File: src/hw/rtl/htba_pkg.sv
package htba_pkg;

    localparam int SLOT_FIELD_W = 16;

    localparam logic [16:0] HOUR_SECS = 17'd3600;
    localparam logic [16:0] DAY_SECS  = 17'd86400;

    // bucket width splits into an odd factor and a power of two
    localparam int          HOUR_SHIFT = 4;
    localparam int          DAY_SHIFT  = 7;
    localparam logic [9:0]  HOUR_ODD   = 10'(HOUR_SECS >> HOUR_SHIFT);
    localparam logic [9:0]  DAY_ODD    = 10'(DAY_SECS >> DAY_SHIFT);

    // weight of each 12-bit chunk modulo the odd factor
    localparam logic [9:0]  HOUR_P1 = 10'((64'd1 << 12) % 64'(HOUR_ODD));
    localparam logic [9:0]  HOUR_P2 = 10'((64'd1 << 24) % 64'(HOUR_ODD));
    localparam logic [9:0]  HOUR_P3 = 10'((64'd1 << 36) % 64'(HOUR_ODD));
    localparam logic [9:0]  HOUR_P4 = 10'((64'd1 << 48) % 64'(HOUR_ODD));
    localparam logic [9:0]  DAY_P1  = 10'((64'd1 << 12) % 64'(DAY_ODD));
    localparam logic [9:0]  DAY_P2  = 10'((64'd1 << 24) % 64'(DAY_ODD));
    localparam logic [9:0]  DAY_P3  = 10'((64'd1 << 36) % 64'(DAY_ODD));
    localparam logic [9:0]  DAY_P4  = 10'((64'd1 << 48) % 64'(DAY_ODD));

    // rounded-up reciprocal, exact for folded values below 2^24
    localparam int          RECIP_SHIFT = 34;
    localparam logic [26:0] HOUR_RECIP  =
        27'(((64'd1 << RECIP_SHIFT) + 64'(HOUR_ODD) - 64'd1) / 64'(HOUR_ODD));
    localparam logic [26:0] DAY_RECIP   =
        27'(((64'd1 << RECIP_SHIFT) + 64'(DAY_ODD) - 64'd1) / 64'(DAY_ODD));

    localparam logic [63:0] MIX_C1 = 64'hbf58476d1ce4e5b9;
    localparam logic [63:0] MIX_C2 = 64'h94d049bb133111eb;

    localparam logic [31:0] FILES_MAX = 32'hffffffff;

    localparam logic [1:0] CFG_INTERVAL_MODE = 2'd0;
    localparam logic [1:0] CFG_CUTOFF_TIME   = 2'd1;

    typedef enum logic [1:0] {
        STATUS_FILTERED = 2'd0,
        STATUS_HIT      = 2'd1,
        STATUS_NEW      = 2'd2,
        STATUS_FULL     = 2'd3
    } status_t;

    typedef struct packed {
        logic [62:0] stamp;
        logic [63:0] file_size;
    } rec_in_t;

    typedef struct packed {
        status_t     status;
        logic [6:0]  bucket_index;
        logic [62:0] bucket_start;
        logic [63:0] bucket_bytes;
        logic [31:0] bucket_files;
        logic [63:0] grand_bytes;
        logic [31:0] grand_files;
        logic        full_seen;
    } rec_out_t;

    // classified request passed from the front to the back
    typedef struct packed {
        logic                    filtered;
        logic [62:0]             start;
        logic [63:0]             size;
        logic [SLOT_FIELD_W-1:0] slot;
    } work_t;

    typedef struct packed {
        logic push;
    } qctl_t;

    typedef enum logic [3:0] {
        F_IDLE,
        F_FOLD,
        F_QUOT,
        F_SUB,
        F_MIX1,
        F_MUL1,
        F_MIX2,
        F_MUL2,
        F_FIN,
        F_PUSH
    } front_state_t;

    typedef enum logic [2:0] {
        B_CLEAR,
        B_IDLE,
        B_PROBE,
        B_ENTRY,
        B_CMP,
        B_MISS,
        B_OUT
    } back_state_t;

endpackage

File: src/hw/rtl/htba_front.sv
module htba_front
    import htba_pkg::*;
#(
    parameter int SLOTS = 256
)
(
    input  logic        clk,
    input  logic        rst_n,
    input  logic        interval_mode,
    input  logic [62:0] cutoff,
    input  logic        in_valid,
    output logic        in_ready,
    input  rec_in_t     in_data,
    input  logic        q_full,
    output qctl_t       qctl,
    output work_t       work
);

    localparam logic [63:0] SLOT_MASK = 64'(SLOTS - 1);

    front_state_t state_reg, state_next;
    logic [62:0]  t_reg, t_next;
    logic [63:0]  size_reg, size_next;
    logic         filt_reg, filt_next;
    logic [23:0]  fold_reg, fold_next;
    logic [16:0]  quot_reg, quot_next;
    logic [63:0]  x_reg, x_next;
    logic [63:0]  acc_reg, acc_next;
    logic [63:0]  prod_reg, prod_next;
    logic [1:0]   ms_reg, ms_next;

    logic         filt_in;
    logic [59:0]  scaled;
    logic [9:0]   odd;
    logic [9:0]   p1;
    logic [9:0]   p2;
    logic [9:0]   p3;
    logic [9:0]   p4;
    logic [26:0]  recip;
    logic [23:0]  fold_sum;
    logic [9:0]   rem;
    logic [62:0]  start_calc;
    logic [63:0]  mul_const;
    logic [31:0]  mul_a;
    logic [31:0]  mul_b;

    assign filt_in    = (cutoff != 63'd0) && (in_data.stamp < cutoff);
    assign scaled     = interval_mode ? 60'(t_reg[62:DAY_SHIFT]) : 60'(t_reg[62:HOUR_SHIFT]);
    assign odd        = interval_mode ? DAY_ODD : HOUR_ODD;
    assign p1         = interval_mode ? DAY_P1 : HOUR_P1;
    assign p2         = interval_mode ? DAY_P2 : HOUR_P2;
    assign p3         = interval_mode ? DAY_P3 : HOUR_P3;
    assign p4         = interval_mode ? DAY_P4 : HOUR_P4;
    assign recip      = interval_mode ? DAY_RECIP : HOUR_RECIP;
    // fold 12-bit chunks into a value congruent modulo the odd factor
    assign fold_sum   = 24'(scaled[11:0]) + 24'(scaled[23:12]) * 24'(p1)
                        + 24'(scaled[35:24]) * 24'(p2) + 24'(scaled[47:36]) * 24'(p3)
                        + 24'(scaled[59:48]) * 24'(p4);
    assign rem        = 10'(fold_reg - 24'(quot_reg) * 24'(odd));
    assign start_calc = interval_mode
                        ? {t_reg[62:DAY_SHIFT] - 56'(rem), 7'd0}
                        : {t_reg[62:HOUR_SHIFT] - 59'(rem), 4'd0};
    assign mul_const  = (state_reg == F_MUL2) ? MIX_C2 : MIX_C1;
    assign mul_a      = (ms_reg == 2'd1) ? x_reg[63:32] : x_reg[31:0];
    assign mul_b      = (ms_reg == 2'd2) ? mul_const[63:32] : mul_const[31:0];

    always_comb
    begin
        state_next = state_reg;
        case (state_reg)
            F_IDLE:
            begin
                if (in_valid)
                begin
                    state_next = filt_in ? F_PUSH : F_FOLD;
                end
            end
            F_FOLD: state_next = F_QUOT;
            F_QUOT: state_next = F_SUB;
            F_SUB:  state_next = F_MIX1;
            F_MIX1: state_next = F_MUL1;
            F_MUL1:
            begin
                if (ms_reg == 2'd3)
                begin
                    state_next = F_MIX2;
                end
            end
            F_MIX2: state_next = F_MUL2;
            F_MUL2:
            begin
                if (ms_reg == 2'd3)
                begin
                    state_next = F_FIN;
                end
            end
            F_FIN:  state_next = F_PUSH;
            F_PUSH:
            begin
                if (!q_full)
                begin
                    state_next = F_IDLE;
                end
            end
            default: state_next = F_IDLE;
        endcase
    end

    always_comb
    begin
        in_ready      = (state_reg == F_IDLE);
        qctl.push     = (state_reg == F_PUSH) && !q_full;
        work.filtered = filt_reg;
        work.start    = t_reg;
        work.size     = size_reg;
        work.slot     = SLOT_FIELD_W'(x_reg & SLOT_MASK);
    end

    always_comb
    begin
        t_next    = t_reg;
        size_next = size_reg;
        filt_next = filt_reg;
        fold_next = fold_reg;
        quot_next = quot_reg;
        x_next    = x_reg;
        acc_next  = acc_reg;
        prod_next = 64'(mul_a) * 64'(mul_b);
        ms_next   = ms_reg;
        case (state_reg)
            F_IDLE:
            begin
                t_next    = in_data.stamp;
                size_next = in_data.file_size;
                filt_next = filt_in;
            end
            F_FOLD:
            begin
                fold_next = fold_sum;
            end
            F_QUOT:
            begin
                quot_next = 17'((51'(fold_reg) * 51'(recip)) >> RECIP_SHIFT);
            end
            F_SUB:
            begin
                t_next = start_calc;
                x_next = {1'b0, start_calc};
            end
            F_MIX1:
            begin
                x_next  = x_reg ^ (x_reg >> 30);
                ms_next = 2'd0;
            end
            F_MIX2:
            begin
                x_next  = x_reg ^ (x_reg >> 27);
                ms_next = 2'd0;
            end
            F_MUL1, F_MUL2:
            begin
                // 64x64 low half from three 32x32 partial products
                ms_next = ms_reg + 2'd1;
                case (ms_reg)
                    2'd1: acc_next = prod_reg;
                    2'd2: acc_next = {acc_reg[63:32] + prod_reg[31:0], acc_reg[31:0]};
                    2'd3: x_next = {acc_reg[63:32] + prod_reg[31:0], acc_reg[31:0]};
                    default: acc_next = acc_reg;
                endcase
            end
            F_FIN:
            begin
                x_next = x_reg ^ (x_reg >> 31);
            end
            default:
            begin
                t_next = t_reg;
            end
        endcase
    end

    always_ff @(posedge clk or negedge rst_n)
    begin
        if (!rst_n)
        begin
            state_reg <= F_IDLE;
        end
        else
        begin
            state_reg <= state_next;
        end
    end

    always_ff @(posedge clk)
    begin
        t_reg    <= t_next;
        size_reg <= size_next;
        filt_reg <= filt_next;
        fold_reg <= fold_next;
        quot_reg <= quot_next;
        x_reg    <= x_next;
        acc_reg  <= acc_next;
        prod_reg <= prod_next;
        ms_reg   <= ms_next;
    end

endmodule

File: config.mk
export PLATFORM = sky130hd
export DESIGN_NAME = htba_front
export DESIGN_NICKNAME = d
export VERILOG_FILES = /design/src/hw/rtl/htba_pkg.sv /design/src/hw/rtl/htba_front.sv
export SDC_FILE = /design/constraint.sdc
export NUM_CORES = 2
export LEC_CHECK = 0
export BUFFER_PORTS_ARGS = -buffer_cell sky130_fd_sc_hd__buf_2
export CAP_MARGIN = 20
export CORE_MARGIN = 5
export CORE_UTILIZATION = 40
export CTS_CLUSTER_DIAMETER = 30
export DETAILED_ROUTE_END_ITERATION = 10
export HOLD_SLACK_MARGIN = 0.1
export SYNTH_ARGS = -nofsm -noshare
export SYNTH_HDL_FRONTEND = slang
export SYNTH_SLANG_ARGS = --single-unit
File: constraint.sdc
create_clock -name clk -period 21.3 [get_ports clk]
set_clock_uncertainty 0.1 [all_clocks]
set_input_delay 2.13 -clock clk [delete_from_list [all_inputs] [get_ports clk]]
set_output_delay 2.13 -clock clk [all_outputs]
set_load 0.05 [all_outputs]
==> flow_metrics.py <==
metrics = {
    "yosys": {
        "netlist_instances": 6755,
        "synth-main-ff-cell": "edfxtp_1",
        "async_reset_ff_share_pct": 1.117,
        "synth_cell_types": 80,
        "syn_avg_cell_area_sq_um": 9.996,
        "synth_area_sq_um": 67520,
        "synth-seq-cells": 358,
        "synth-seq-area-share_pct": 14.94,
        "synth_edf_count": 290,
        "yosys_warnings": 0,
    },
    "sta": {
        "fmax_mhz": 87.09,
        "worst_pin_slew_ps": 1180,
        "max-slew-margin-rel_pct": 21.34,
        "report.final.setup_viol": 0,
        "fin_crit_ps": 11480,
        "rsz0062_at_grt": "false",
        "hold_viol": 0,
        "tns_ps": 0,
        "period_share_pct": 53.91,
        "slew_violations": 0,
    },
    "worst_setup_path": {
        "max_stage_delay_ps": 800,
        "cp-end-kind": "flop",
        "rr_worst_depth": 29,
        "cp_top_family": "adder cells",
        "r2r_end": "prod_reg[63]",
        "crit_fanout": 49,
        "crit_path_start_kind": "flop",
        "cp_num_buf_inv": 4,
        "cp_slowest_cell": "nand2_2",
        "cp_common_cell": "fa_1",
        "timing.rr.start": "state_reg[3]",
        "reg2reg_slack_ps": 9820,
        "critical_path_class": "flop to flop",
        "cp.required_ps": 21710,
        "cp.arrival_ps": 11890,
    },
    "floorplanning": {
        "die_h_microns": 420.9,
        "fp.dieW_microns": 420.9,
        "ioPinCount": 341,
        "dieArea_sq_um": 177100,
        "core_area_sq_um": 167600,
        "num_rows": 150,
        "start_util_pct": 40.29,
    },
    "grt": {
        "antenna_found_initial": 19,
        "grt_most_used_layer": "met2",
        "grt_start_max_net_pins": 97,
        "use_met1_pct": 36.44,
        "gr-usage-met3_pct": 6.466,
        "gr-usage-all-layers_pct": 26.80,
        "grt.met2_usage_pct": 41.57,
        "gr-total-overflow": 0,
        "grt_pass1_vias": 52300,
        "grt_pass1_wl_mm": 348.0,
    },
    "clock_tree": {
        "clk_latency_ps": 660,
        "hold_buffers": 0,
        "cts_tree": "done",
        "cts_made_buffers": 68,
        "clkSlewWorstSetupHoldPaths_ps": 60,
        "cts-root-buf": "clkbuf_16",
        "cts_max_path_buffers": 3,
        "cts_resized": 0,
        "htreeDepth": 3,
        "cts_setup_buffers": 0,
        "clock-sinks": 358,
    },
    "cells_and_area": {
        "layout_common_cells": "inv_1, fa_1, ha_1",
        "layout_commonest_cell": "inv_1",
        "drive_gt1_share_pct": 8.851,
        "final_net_count": 9346,
        "syn2layout_area_growth_pct": 9.768,
    },
    "routing": {
        "dr.first_iter.drc_count": 4821,
        "detail-route-antenna-nets": 0,
        "wirelength_mm": 237.5,
        "wl_per_cell_microns": 25.52,
        "vias_per_cell": 5.371,
        "drcViolationCount": 0,
        "dr.pass1.iters": 8,
        "vias": 49980,
    },
    "placement": {
        "port_buffers": 332,
        "dpl.hpwl_mm": 207.9,
        "place.gp.congestion": 1.018,
    },
    "run_status": {
        "status": "finished clean",
    },
    "job": {
        "drv_cap": 0,
    },
    "min_path": {
        "worstHoldEndpoint": "x_reg[0]",
        "holdPathStages": 1,
        "hold_class": "flop to flop",
        "hp-start": "acc_reg[0]",
    },
}
## worst register-to-register path, delay by kind of cell, from the launching register on
family,cells,cell delay (ps)
adder cells (fa/ha/maj),9,4490
AND/OR/NAND/NOR,7,2760
AO/OA/AOI/OAI,8,2280
buffers and inverters,4,1040
flip-flops,1,460
multiplexers,1,210
## synthesized netlist by cell type (10+ instances only)
library cell     n  area [sq um]
a221o_1         37         370.4
or2_2           28         175.2
a21o_1          90         675.7
o221ai_1        35         306.5
a21boi_0        11         82.58
nor3_1          62         310.3
or3_1           31         193.9
nand3_1         44         220.2
nand4_1         41         256.5
o21a_1          22         165.2
nand2b_1        53         331.6
xnor2_1        136          1191
o31ai_1         10         75.07
nor2_1         317          1190
dfxtp_1         64          1281
and2_1          48         300.3
o21bai_1        34         255.2
ha_1           872         10910
o22ai_1         28         175.2
a211oi_1        18         135.1
fa_1          1240         24820
inv_1         1813          6805
nand2_1        358          1344
nor4_1          27         168.9
xor2_1         121          1060
buf_1           26         97.59
o21ai_0        168         840.8
mux2i_1         63         630.6
nor2b_1         66         412.9
buf_4           17         127.6
a21oi_1        201          1006
clkbuf_1       132         495.5
edfxtp_1       290          8708
mux2_2          77         867.1
a222oi_1        27         270.3
a221oi_1        10         87.58
and3_1          30         187.7
## worst max path at each step
stage,from,endpoint,slack [ps],cells past startpoint
floorplan,interval_mode,fold_reg[20],10590,31
global placement,state_reg[3],prod_reg[63],10230,29
detailed placement,state_reg[3],prod_reg[63],10110,29
CTS,state_reg[3],prod_reg[63],10060,29
global route,state_reg[3],prod_reg[62],9330,29
finish,state_reg[3],prod_reg[63],9820,29
## kinds of logic (layout without fill, tap and decap cells)
group	Yosys count	count (layout)	synth area share [%]
other cells	2	27	0.01112
flops	358	358	14.94
xor+xnor	257	257	3.334
simple gates	1126	1126	7.839
compound gates	770	770	7.562
fa+ha+maj	2112	2112	52.92
buf+inv	1990	2312	11.17
mux	140	140	2.218
## final cells by class
class | instances | area (sq um)
Multi-Input combinational cell | 4425 | 50060
Clock inverter | 54 | 656.9
Inverter | 1814 | 6809
Tap cell | 2204 | 2758
Timing Repair Buffer | 372 | 1974
Antenna cell | 7 | 17.52
Fill cell | 15980 | 93480
Sequential cell | 358 | 10090
Clock buffer | 72 | 1748
## layer usage
| metal | vias up | routed length (microns) |
|---|---|---|
| li1 | 21860 | - |
| met1 | 25270 | 97240 |
| met2 | 2407 | 105800 |
| met3 | 430 | 23570 |
| met4 | 16 | 10770 |
| met5 | - | 101 |
## through the flow
stage	cells	area (sq um)	hold WS, ps	util (%)	setup WS (ps)
after global placement	9172	71690	433.1	42.77	10230
final	9306	74110	442.9	44.22	9818
after detailed placement	9173	71690	433.4	42.78	10110
after floorplan	6773	67590	409.4	-	10590
after CTS	9299	74100	448.3	44.21	10060
after global routing	9302	74100	457.9	44.22	9328
Power is left out: the tool's default activity adds up to more than one toggle a clock period on the data nets, which glitch-free logic cannot reach.
