### config.mk
export PLATFORM = sky130hd
export DESIGN_NAME = htba_queue
export DESIGN_NICKNAME = d
export VERILOG_FILES = /design/src/hw/rtl/htba_pkg.sv /design/src/hw/rtl/htba_queue.sv
export SDC_FILE = /design/constraint.sdc
export NUM_CORES = 1
export LEC_CHECK = 0
export BUFFER_PORTS_ARGS = -buffer_cell sky130_fd_sc_hd__buf_2
export CAP_MARGIN = 10
export CORE_MARGIN = 2
export CORE_UTILIZATION = 56
export DETAILED_ROUTE_END_ITERATION = 6
export MAX_ROUTING_LAYER = met4
export PLACE_DENSITY = 0.84
export SLEW_MARGIN = 15
export SYNTH_ARGS = -nofsm -noshare
export SYNTH_HDL_FRONTEND = slang
export SYNTH_SLANG_ARGS = --single-unit
export TNS_END_PERCENT = 100
### constraint.sdc
create_clock -name clk -period 18.35 [get_ports clk]
set_clock_uncertainty 0.1 [all_clocks]
set_input_delay 0.9175 -clock clk [delete_from_list [all_inputs] [get_ports clk]]
set_output_delay 0.9175 -clock clk [all_outputs]
set_load 0.005 [all_outputs]
### src/hw/rtl/htba_pkg.sv
package htba_pkg;

    localparam int SLOT_FIELD_W = 16;

    localparam logic [16:0] HOUR_SECS = 17'd3600;
    localparam logic [16:0] DAY_SECS  = 17'd86400;

    // bucket width splits into an odd factor and a power of two
    localparam int          HOUR_SHIFT = 4;
    localparam int          DAY_SHIFT  = 7;
    localparam logic [9:0]  HOUR_ODD   = 10'(HOUR_SECS >> HOUR_SHIFT);
    localparam logic [9:0]  DAY_ODD    = 10'(DAY_SECS >> DAY_SHIFT);

    // weight of each 12-bit chunk modulo the odd factor
    localparam logic [9:0]  HOUR_P1 = 10'((64'd1 << 12) % 64'(HOUR_ODD));
    localparam logic [9:0]  HOUR_P2 = 10'((64'd1 << 24) % 64'(HOUR_ODD));
    localparam logic [9:0]  HOUR_P3 = 10'((64'd1 << 36) % 64'(HOUR_ODD));
    localparam logic [9:0]  HOUR_P4 = 10'((64'd1 << 48) % 64'(HOUR_ODD));
    localparam logic [9:0]  DAY_P1  = 10'((64'd1 << 12) % 64'(DAY_ODD));
    localparam logic [9:0]  DAY_P2  = 10'((64'd1 << 24) % 64'(DAY_ODD));
    localparam logic [9:0]  DAY_P3  = 10'((64'd1 << 36) % 64'(DAY_ODD));
    localparam logic [9:0]  DAY_P4  = 10'((64'd1 << 48) % 64'(DAY_ODD));

    // rounded-up reciprocal, exact for folded values below 2^24
    localparam int          RECIP_SHIFT = 34;
    localparam logic [26:0] HOUR_RECIP  =
        27'(((64'd1 << RECIP_SHIFT) + 64'(HOUR_ODD) - 64'd1) / 64'(HOUR_ODD));
    localparam logic [26:0] DAY_RECIP   =
        27'(((64'd1 << RECIP_SHIFT) + 64'(DAY_ODD) - 64'd1) / 64'(DAY_ODD));

    localparam logic [63:0] MIX_C1 = 64'hbf58476d1ce4e5b9;
    localparam logic [63:0] MIX_C2 = 64'h94d049bb133111eb;

    localparam logic [31:0] FILES_MAX = 32'hffffffff;

    localparam logic [1:0] CFG_INTERVAL_MODE = 2'd0;
    localparam logic [1:0] CFG_CUTOFF_TIME   = 2'd1;

    typedef enum logic [1:0] {
        STATUS_FILTERED = 2'd0,
        STATUS_HIT      = 2'd1,
        STATUS_NEW      = 2'd2,
        STATUS_FULL     = 2'd3
    } status_t;

    typedef struct packed {
        logic [62:0] stamp;
        logic [63:0] file_size;
    } rec_in_t;

    typedef struct packed {
        status_t     status;
        logic [6:0]  bucket_index;
        logic [62:0] bucket_start;
        logic [63:0] bucket_bytes;
        logic [31:0] bucket_files;
        logic [63:0] grand_bytes;
        logic [31:0] grand_files;
        logic        full_seen;
    } rec_out_t;

    // classified request passed from the front to the back
    typedef struct packed {
        logic                    filtered;
        logic [62:0]             start;
        logic [63:0]             size;
        logic [SLOT_FIELD_W-1:0] slot;
    } work_t;

    typedef struct packed {
        logic push;
    } qctl_t;

    typedef enum logic [3:0] {
        F_IDLE,
        F_FOLD,
        F_QUOT,
        F_SUB,
        F_MIX1,
        F_MUL1,
        F_MIX2,
        F_MUL2,
        F_FIN,
        F_PUSH
    } front_state_t;

    typedef enum logic [2:0] {
        B_CLEAR,
        B_IDLE,
        B_PROBE,
        B_ENTRY,
        B_CMP,
        B_MISS,
        B_OUT
    } back_state_t;

endpackage

### src/hw/rtl/htba_queue.sv
module htba_queue
    import htba_pkg::*;
(
    input  logic  clk,
    input  logic  rst_n,
    input  qctl_t qctl,
    input  work_t push_data,
    output logic  full,
    input  logic  pop,
    output work_t pop_data,
    output logic  empty
);

    work_t      ent_reg [2];
    logic       wp_reg, wp_next;
    logic       rp_reg, rp_next;
    logic [1:0] cnt_reg, cnt_next;

    assign full     = (cnt_reg == 2'd2);
    assign empty    = (cnt_reg == 2'd0);
    assign pop_data = ent_reg[rp_reg];

    always_comb
    begin
        wp_next  = qctl.push ? ~wp_reg : wp_reg;
        rp_next  = pop ? ~rp_reg : rp_reg;
        cnt_next = cnt_reg + {1'b0, qctl.push} - {1'b0, pop};
    end

    always_ff @(posedge clk or negedge rst_n)
    begin
        if (!rst_n)
        begin
            wp_reg  <= 1'b0;
            rp_reg  <= 1'b0;
            cnt_reg <= 2'd0;
        end
        else
        begin
            wp_reg  <= wp_next;
            rp_reg  <= rp_next;
            cnt_reg <= cnt_next;
        end
    end

    always_ff @(posedge clk)
    begin
        if (qctl.push)
        begin
            ent_reg[wp_reg] <= push_data;
        end
    end

endmodule

==> results of run 1 <==
routing by layer:
layer	part of all wire	up-vias	track usage
li1	-	2476	-
met1	0.38	2733	0.2348
met2	0.51	266	0.3505
met3	0.084	42	0.05231
met4	0.026	0	0.06045
met5	0	-	-
worst max path at each step:
stage	cells past startpoint	slack (ns)	endpoint
5_1_grt	3	13.84	pop_data[63]
3_3_place_gp	3	14.62	pop_data[21]
3_5_place_dp	3	14.58	pop_data[21]
2_1_floorplan	1	10.43	ent_reg[0][0]$_DFFE_PP_
6_report	3	13.99	pop_data[141]
4_1_cts	3	14.00	pop_data[21]
logic make-up (layout without fill, tap and decap cells):
family | count (synthesis) | after routing
multiplexers | 144 | 144
XOR/XNOR | 3 | 3
other | 0 | 2
adder cells (fa/ha/maj) | 2 | 2
flip-flops | 292 | 292
buffers and inverters | 18 | 352
AND/OR/NAND/NOR | 4 | 4
cell usage in the layout, fill, tap and decap left out, drive strengths merged:
master	n
and2	1
buf	297
bufinv	3
clkbuf	42
clkinv	6
dfrtp	4
diode	2
edfxtp	288
ha	2
inv	4
mux2	144
nor2	1
nor2b	2
xor2	2
xor3	1
worst max-delay path: stages (launching register included):
cell and delay, ns:
dfrtp_4 1.09, buf_4 0.98, mux2_2 0.44, buf_2 0.13
layout make-up:
class                   instances  area share
diodes                          2   0.0003738
clock buffers                  42     0.05933
clock inverters                11    0.009998
inverters                       2   0.0005606
multi-input cells             153      0.1425
flip-flops and latches        292      0.6536
well taps                     234     0.02187
repair buffers                297      0.1118
where the power goes:
part / switching (mW) / internal (mW)
clock: 0.231 / 0.342
sequential: 0.0653 / 0.888
combinational: 0.236 / 0.285
total: 0.533 / 1.51
through the flow:
step | total power [mW] | instances | area [um2] | utilization | hold slack, ns
final | 2.047 | 1033 | 13390 | 0.7135 | 0.07655
after detailed placement | 1.495 | 978 | 12460 | 0.6637 | 0.4695
after floorplan | 1.301 | 463 | 10780 | - | 0.3555
after CTS | 2.069 | 1031 | 13390 | 0.7132 | 0.05855
after global routing | 2.137 | 1032 | 13390 | 0.7133 | 0.05185
after global placement | 1.470 | 978 | 12460 | 0.6637 | 0.4301
==> impl_results.md, run 1 <==
* Cts repair resizes at 0
* TritonCTS buffer count at 29
* Initial antenna violation count at 1
* GRT overflow at 0
* Skew-Pair Late Insertion Delay at 0.53 ns
* Count of cell types in the netlist at 13
* DRT iter0 DRCs at 328
* GRT Total Usage at 0.2026
* Fin crit period at approximately 4.4 ns
* Synth Area in Simple Gates at 0.002090
* RR Startpoint: wp_reg$_DFFE_PN0P_
* Num rows at 50
* Main combinational cell family by area after synthesis: multiplexers
* GPL Wtd Cong at 0.7636
* Most instantiated cells after synthesis: edfxtp_1, mux2_2, mux2_4, buf_2, buf_6
* Area of the multi-input gates at about 1900 um2
* Max_cap viols at 0
* Fin worst setup slack at ~14 ns
* Io pins at roughly 290
* Nets at roughly 900
* TritonCTS clock tree: done
* Final Setup Violations at 0
* Mux share of post-synthesis cell area at 0.1679
* Detailed Place HPWL at between 10000 and 15000 um
* Synth Area in Adders at 0.002322
* Synth top area cells: edfxtp_1, mux2_2, mux2_4
* CP Capture Type: primary output
* Max IR drop VDD at 0.1103 mV
* Setup TNS at 0 ns
* Synth Cell Area at about 11000 um2
* Synth top area share at 0.8024
* Worst-path fanout max at between 80 and 90
* Crit path required time at 17.33 ns
* Final antenna-violating net count at 0
* CP Class: register to primary output
* Number of remaining DRC errors at 0
* First-pass GRT wire length at just over 30000 um
* Drt pass-1 iters at 4
* Worst R2R Setup Slack at ~16 ns
* Pins over their slew limit at 0
* Top-count cell post-synth: edfxtp_1
* Post-Route WL at roughly 21000 um
* Post-synth EDFFs at ~290
* Ys flop type: edfxtp_1
* Die Y at 142.7 um
* Port bufs at 293
* Die width at approximately 140 um
* # fillers at 1161
* Share of layout cells above drive strength 1 at 0.6060
* H-tree depth at 1
* Die ar. at slightly above 20000 um2
* Sequential area share after synthesis at 0.8117
* Post-Syn Nets at 613
* Xor/xnor share of the synthesized area at 0.003831
* Core area at between 15000 and 20000 um2
* Area Growth Syn to Fin at 24.24%
* Number of synthesis warnings at 0
* RSZ-0062 raised after global routing: false
* Slew @ Worst Pin at roughly 1.1 ns
* CTS Sinks at about 300
* WL per Instance at 20.28 um
* Syn Area/Cell at approximately 23 um2
* Post-CTS Setup Bufs at 0
* PD cells at 152.9 nW/um2
* Clock slew seen by the registers of the worst setup and hold paths at around 0.060 ns
* Hold Buf Count CTS at 0
* Fmax at 229.3 MHz
* Status: completed
* Via count at approximately 5500
* Deepest clock path buffer count at 3
* Max FFs per register at between 200 and 300
* Leakage at approximately 5.2 nW
* Number of global-route vias before repair at ~5800
* Drt via density at 5.341
* Asr flop ratio synth at 0.01370
* FF+latch count, synth at slightly below 300
* Reg area at approximately 9000 um2
* Worst r2r path cells at 3
* Area leader, netlist: edfxtp_1
* Slew margin rel. at 0.2550
* Min-delay worst type: input port to asynchronous set/reset pin
* Synth Area in Compound Gates at 0
* Largest net degree at the start of global routing at 82
* Period utilization at 0.2377
* Place WS at approximately 15 ns
* Initial Util at 0.5743
* Worst EP arrival at between 3 and 4 ns
* Startpoint types: register
* Reg2reg end: ent_reg[0][69]$_DFFE_PP_
* Final hold violations at 0
* Crit path from: rp_reg$_DFFE_PN0P_
* Mapped Cells at about 460
* Clock root buffer: clkbuf_16
Power figures use the tool's default switching activity.
==> run 2, diff against run 1 <==
- CORE_UTILIZATION: 56 -> 47
- PLACE_DENSITY: 0.84 -> 0.76
- clock period: 18.35 -> 3.8 ns (I/O delays scaled with it)
==> impl_results.md, run 2 (synthesis gave the netlist of run 1 again) <==
* Die width at 155.4 um (+8.9%)
* Total chip power at 9.988 mW (+390%)
* Max FFs per register at 288 (unchanged)
* Die ar. at 24160 um2 (+19%)
* Startpoint types: register
* Worst R2R Setup Slack at 1.78 ns (-13.82 ns)
* Met3 Use GR at 0.03593 (-0.01638)
* TritonCTS clock tree: done
* Critical path cell sequence: buf_12 > mux2_2 > buf_2
* Met2 Usage GRT at 0.3418 (-0.008694)
* RR Startpoint: wp_reg$_DFFE_PN0P_
* Via count at 6042 (+9.5%)
* Fin crit period at approximately 2.6 ns
* Crit-path slowest cell: dfrtp_4
* Setup TNS at 0 ns (unchanged)
* Initial Util at 0.4775 (-0.09677)
* CP top delay family: flip-flops
* Max incr delay on CP at 0.74 ns (-0.35 ns)
* Core area at 22570 um2 (+20%)
* Max IR drop VDD at 0.5184 mV (+370%)
* Reg2reg end: ent_reg[1][108]$_DFFE_PP_
* Worst hold path depth at 2
* Detailed Place HPWL at 13410 um (-4.2%)
* GPL Wtd Cong at 0.7634 (about the same)
* Port bufs at 293 (unchanged)
* Io pins at 294 (unchanged)
* Number of remaining DRC errors at 0 (unchanged)
* Final hold violations at 0 (unchanged)
* Worst r2r path cells at 2 (-1)
* GR peak layer: met2
* Drt via density at 4.900 (-8.2%)
* CP Class: register to primary output
* TritonCTS buffer count at 29 (unchanged)
* Worst EP arrival at 2.30 ns (-1.04 ns)
* Post-route cell area at 14960 um2 (+12%)
* PD cells at 667.8 nW/um2 (+340%)
* Nets at 1076 (+16%)
* Slew @ Worst Pin at 0.8987 ns (-0.2187 ns)
* Worst-path fanout max at 66 (-19%)
* Placed instance area at 12590 um2 (+1.1%)
* RSZ-0062 raised after global routing: false
* Final Setup Violations at 0 (unchanged)
* Fmax at around 390 MHz
* Slew margin rel. at 0.4008 (+0.1458)
* Clock slew seen by the registers of the worst setup and hold paths at 0.06 ns (about the same)
* Share of layout cells above drive strength 1 at 0.5105 (-0.09547)
* Worst Hold End: ent_reg[0][98]$_DFFE_PP_
* WL per Instance at 18.88 um (-6.9%)
* DRT iter0 DRCs at 257 (-22%)
* Pins over their slew limit at 0 (unchanged)
* Worst Path Buf+Inv at 2 (unchanged)
* Drt pass-1 iters at 4 (unchanged)
* CTS Sinks at 292 (unchanged)
* Number of diodes at 0 (-2)
* GRT overflow at 0 (unchanged)
* Final antenna-violating net count at 0 (unchanged)
* Leakage at 5.845 nW (+12%)
* Post-Route WL at 23270 um (+11%)
* Hold Crit Start: push_data[98]
* Die Y at 155.4 um (+8.9%)
* H-tree depth at 1 (unchanged)
* GRT Total Usage at 0.1894 (-0.01313)
* Crit path required time at 3.51 ns (-13.82 ns)
* Num rows at 55 (+10%)
* Most common cell after layout, fill and taps aside: buf_2
* Area Growth Syn to Fin at 38.77%
* Max_cap viols at 0 (unchanged)
* Number of global-route vias before repair at 6604 (+14%)
* CP Capture Type: primary output
* First-pass GRT wire length at 34400 um (+13%)
* Period utilization at 0.6809
* Skew-Pair Late Insertion Delay at 0.54 ns (about the same)
* GR Util met1 at 0.2103 (-0.02449)
* Min-delay worst type: input port to register
* Deepest clock path buffer count at 3 (unchanged)
* Most frequent cells in the layout: buf_2, edfxtp_1, dlygate4sd3_1, mux2_2, mux2_4
* Initial antenna violation count at 0 (-1)
* Clock root buffer: clkbuf_16
* Largest net degree at the start of global routing at 82 (unchanged)
* Status: completed
[run 2: worst max-delay path by stage]
stage                       start                   endpoint  slack (ns)  depth (start not counted)
2_1_floorplan  wp_reg$_DFFE_PN0P_    ent_reg[0][0]$_DFFE_PP_        0.72                          1
3_3_place_gp   rp_reg$_DFFE_PN0P_               pop_data[59]        1.79                          3
3_5_place_dp   wp_reg$_DFFE_PN0P_  ent_reg[1][103]$_DFFE_PP_        1.75                          2
4_1_cts        rp_reg$_DFFE_PN0P_                pop_data[3]        1.23                          3
5_1_grt        rp_reg$_DFFE_PN0P_                pop_data[3]        1.12                          3
6_report       rp_reg$_DFFE_PN0P_                pop_data[3]        1.21                          3
[run 2: per-stage QoR]
stage / cells / hold WS (ns) / util / setup WS [ns]
2_1_floorplan: 463 / -0.2056 / - / 0.7162
3_5_place_dp: 1032 / -0.09070 / 0.5579 / 1.751
5_1_grt: 1233 / 0.2567 / 0.6626 / 1.123
4_1_cts: 1233 / 0.2388 / 0.6626 / 1.226
3_3_place_gp: 1032 / -0.09896 / 0.5579 / 1.792
6_report: 1233 / 0.2652 / 0.6626 / 1.213
[run 2: worst reg2reg max path, stage by stage, from the launching register on]
cell and delay (ns):
dfrtp_1 0.42, and2_4 0.64, buf_4 0.50
[run 2: per-layer routing]
layer,wire length [um],part of all wire,up-vias
met4,749,0.032,0
met3,1450,0.062,50
met1,8848,0.38,2955
met2,12230,0.53,250
li1,-,-,2787
met5,0,0,-
[run 2: area by class of cell]
cell class / count / area, um2
fillers: 1504 / 7615
flip-flops and latches: 292 / 8752
inverters: 2 / 7.507
well taps: 285 / 356.6
repair buffers: 448 / 3050
clock buffers: 40 / 767.0
multi-input cells: 153 / 1908
clock inverters: 13 / 115.1
[run 2: repair_timing]
action                                  in CTS  in global routing
endpoints found under the setup margin       0                  0
hold buffers                               148                  0
gates resized for setup                      0                  0
hold endpoints to repair                   295                  0
buffers inserted                             0                  0
[run 2: power by group]
| part | switching (mW) | internal [mW] |
|---|---|---|
| Combinational | 1.30 | 1.51 |
| Sequential | 0.225 | 4.28 |
| Clock | 1.14 | 1.54 |
==> run 3, diff against run 2 <==
- ABC_AREA: unset -> 1
- CORE_UTILIZATION: 47 -> 52
- PLACE_DENSITY: 0.76 -> 0.79
- clock period: 3.8 -> 2.7 ns (I/O delays scaled with it)
==> impl_results.md, run 3 <==
* Post-route cell area at 15220 um2 (+1.8%)
* Worst EP arrival at 2.18 ns (-0.12 ns)
* Nets at 1382 (+28%)
* Count of cell types in the netlist at 14 (+1)
* CTS Sinks at 292 (unchanged)
* RSZ-0062 raised after global routing: false
* Drt pass-1 iters at 5 (+1)
* Worst-path fanout max at 67 (+1.5%)
* Area Growth Syn to Fin at 37.91%
* Post-Route WL at 25570 um (+9.9%)
* Dpl cells at 1327 (+29%)
* WL per Instance at 16.68 um (-12%)
* Comb pwr share at 0.281 (about the same)
* Synth top area share at 0.7836 (-0.01883)
* Number of synthesis warnings at 0 (unchanged)
* Startpoint types: register
* Post-synth EDFFs at 288 (unchanged)
* Max FFs per register at 288 (unchanged)
* Max IR drop VDD at 0.7102 mV (+37%)
* Asr flop ratio synth at 0.01370 (unchanged)
* Min-delay worst type: input port to register
* GRT Total Usage at 0.2289 (+0.03952)
* TritonCTS buffer count at 30 (+3.4%)
* Hold Buf Count CTS at 148 (unchanged)
* Initial antenna violation count at 0 (unchanged)
* Largest net degree at the start of global routing at 88 (+7.3%)
* Max_cap viols at 0 (unchanged)
* Die width at 149.7 um (-3.7%)
* Psw at 4.415 mW (+66%)
* Ys flop type: edfxtp_1
* Deepest clock path buffer count at 3 (unchanged)
* CP Capture Type: primary output
* Final hold violations at 0 (unchanged)
* Crit-path slowest cell: dfrtp_4
* Slew @ Worst Pin at 0.7621 ns (-0.1367 ns)
* Sw Ratio at 0.3051 (+0.03857)
* Die Y at 149.7 um (-3.7%)
* Io pins at 294 (unchanged)
* Fmax at roughly 410 MHz
* TritonCTS clock tree: done
* Die ar. at 22410 um2 (-7.3%)
* H-tree depth at 1 (unchanged)
* Post-Syn Nets at 927 (+51%)
* Period utilization at 0.8958
* Pins over their slew limit at 0 (unchanged)
* Slew margin rel. at 0.4920 (+0.09113)
* Max incr delay on CP at 0.93 ns (+0.19 ns)
* Crit path from: rp_reg$_DFFE_PN0P_
* Top-count cell post-synth: edfxtp_1
* Post-CTS Setup Bufs at 0 (unchanged)
* Final cell count without fillers at 1533 (+24%)
* Final antenna-violating net count at 0 (unchanged)
* Hold slack at 0.2248 ns (-0.04044 ns)
* FF+latch count, synth at 292 (unchanged)
* Final Setup Violations at 0 (unchanged)
* CP Class: register to primary output
* Num rows at 53 (-3.6%)
* First-pass GRT wire length at 38150 um (+11%)
* Skew-Pair Late Insertion Delay at 0.53 ns (about the same)
* Cts repair resizes at 0 (unchanged)
* Synth Cell Area at 11040 um2 (+2.4%)
* GPL Wtd Cong at 0.7675 (+0.54%)
* Worst Path Buf+Inv at 2 (unchanged)
* PD cells at 950.6 nW/um2 (+42%)
* Most instantiated cells after synthesis: edfxtp_1, inv_1, nand2_1, o21ai_0, o21ai_1
* Synth top area cells: edfxtp_1, inv_1, nand2_1
* Crit path required time at 2.47 ns (-1.04 ns)
* Initial Util at 0.5267 (+0.04920)
* Clock slew seen by the registers of the worst setup and hold paths at 0.06 ns (about the same)
* Number of remaining DRC errors at 0 (unchanged)
* Area leader, netlist: edfxtp_1
* Clock power share at 0.276 (+0.008)
* Status: completed
* Mapped Cells at 777 (+68%)
* Share of power burned in registers at 0.443 (-0.008)
* Cell Int Power at 10.05 mW (+37%)
* Critical path cell sequence: buf_12 > nand2_1 > o21ai_0 > buf_2
* GRT overflow at 0 (unchanged)
* Clock root buffer: clkbuf_16
* Fin crit period at roughly 2.4 ns
* Sequential area share after synthesis at 0.7927 (-0.01905)
* Detailed Place HPWL at 14370 um (+7.2%)
* Leakage at 6.509 nW (+11%)
* Via count at 7498 (+24%)
* Core area at 20960 um2 (-7.2%)
* Placed instance area at 12770 um2 (+1.4%)
* Drt via density at 4.891 (-0.19%)
* Port bufs at 293 (unchanged)
* Hold Crit Start: push_data[138]
* CP top delay family: flip-flops
* RR Startpoint: wp_reg$_DFFE_PN0P_
* Most frequent cells in the layout: buf_2, edfxtp_1, inv_1, nand2_1, dlygate4sd3_1
* Syn Area/Cell at 14.20 um2 (-39%)
* Most common cell after layout, fill and taps aside: buf_2
* Number of global-route vias before repair at 7599 (+15%)
* Share of layout cells above drive strength 1 at 0.2994 (-0.2112)
* DRT iter0 DRCs at 452 (+76%)
==> run 3: cell count changes after synthesis, sizes merged <==
cell / change
nand3: +1
mux2: -144
nor2b: -2
clkbuf: +7
nand2: +150
inv: +149
and2: -1
xor3: -1
nor2: +2
o21ai: +144
buf: +9
==> run 3: worst reg2reg max path, delay by kind of cell (launching register included) <==
kind / cells / cell delay [ns]
DFF: 1 / 0.44
and+or+nand+nor: 1 / 0.09
buffers and inverters: 2 / 0.62
==> run 3: worst paths after layout <==
check,to,slack (ns),cells after the start
max in group asynchronous,rp_reg$_DFFE_PN0P_,1.86,3
worst max register to register,ent_reg[1][110]$_DFFE_PP_,1.03,3
worst min-delay path,ent_reg[0][138]$_DFFE_PP_,0.22,2
worst max-delay path,pop_data[24],0.28,4
worst min register to register,wp_reg$_DFFE_PN0P_,0.49,1
min in group asynchronous,cnt_reg[0]$_DFF_PN0_,0.42,3
==> run 3: stage by stage <==
step	setup slack [ns]	util	power, mW	TNS, ns
floorplan	-0.4177	-	8.687	-114.68
global placement	0.8657	0.6092	10.15	0
detailed placement	0.8619	0.6092	10.29	0
CTS	0.2920	0.7261	14.41	0
global route	0.1200	0.7261	15.21	0
finish	0.2814	0.7264	14.47	0
==> run 3: layout make-up <==
type | instances | area (um2)
clock buffers | 42 | 847.1
inverters | 151 | 570.5
clock inverters | 14 | 121.4
fillers | 1246 | 5734
diodes | 2 | 5.005
well taps | 275 | 344.1
flip-flops and latches | 292 | 8752
repair buffers | 455 | 3153
multi-input cells | 302 | 1428
==> run 3: power by group through the flow <==
stage / clock network [mW] / registers (mW) / logic, mW
detailed placement: 0 / 6.48 / 3.81
global placement: 0 / 6.44 / 3.71
floorplan: 0 / 6.32 / 2.36
CTS: 4.03 / 6.39 / 4.00
global route: 4.25 / 6.49 / 4.47
finish: 3.99 / 6.41 / 4.07
==> run 3: metal layers <==
metal  vias to the layer above  global-route usage  wire, um
met1                      3575              0.2527      9300
met5                         -                   -         0
li1                       3537                   -         -
met2                       321              0.4200     13930
met4                         0             0.07594       821
met3                        65             0.03994      1513
==> run 3: cell families (layout without fill, tap and decap cells) <==
| kind of cell | after synthesis | after routing | synth area share |
|---|---|---|---|
| DFF | 292 | 292 | 0.7927 |
| adders and majority gates | 2 | 2 | 0.002267 |
| other | 0 | 2 | 0 |
| AOI/OAI and AO/OA | 144 | 144 | 0.07210 |
| xor gates and xnor gates | 2 | 2 | 0.001587 |
| buffers and inverters | 183 | 662 | 0.07890 |
| and+or+nand+nor | 154 | 154 | 0.05249 |
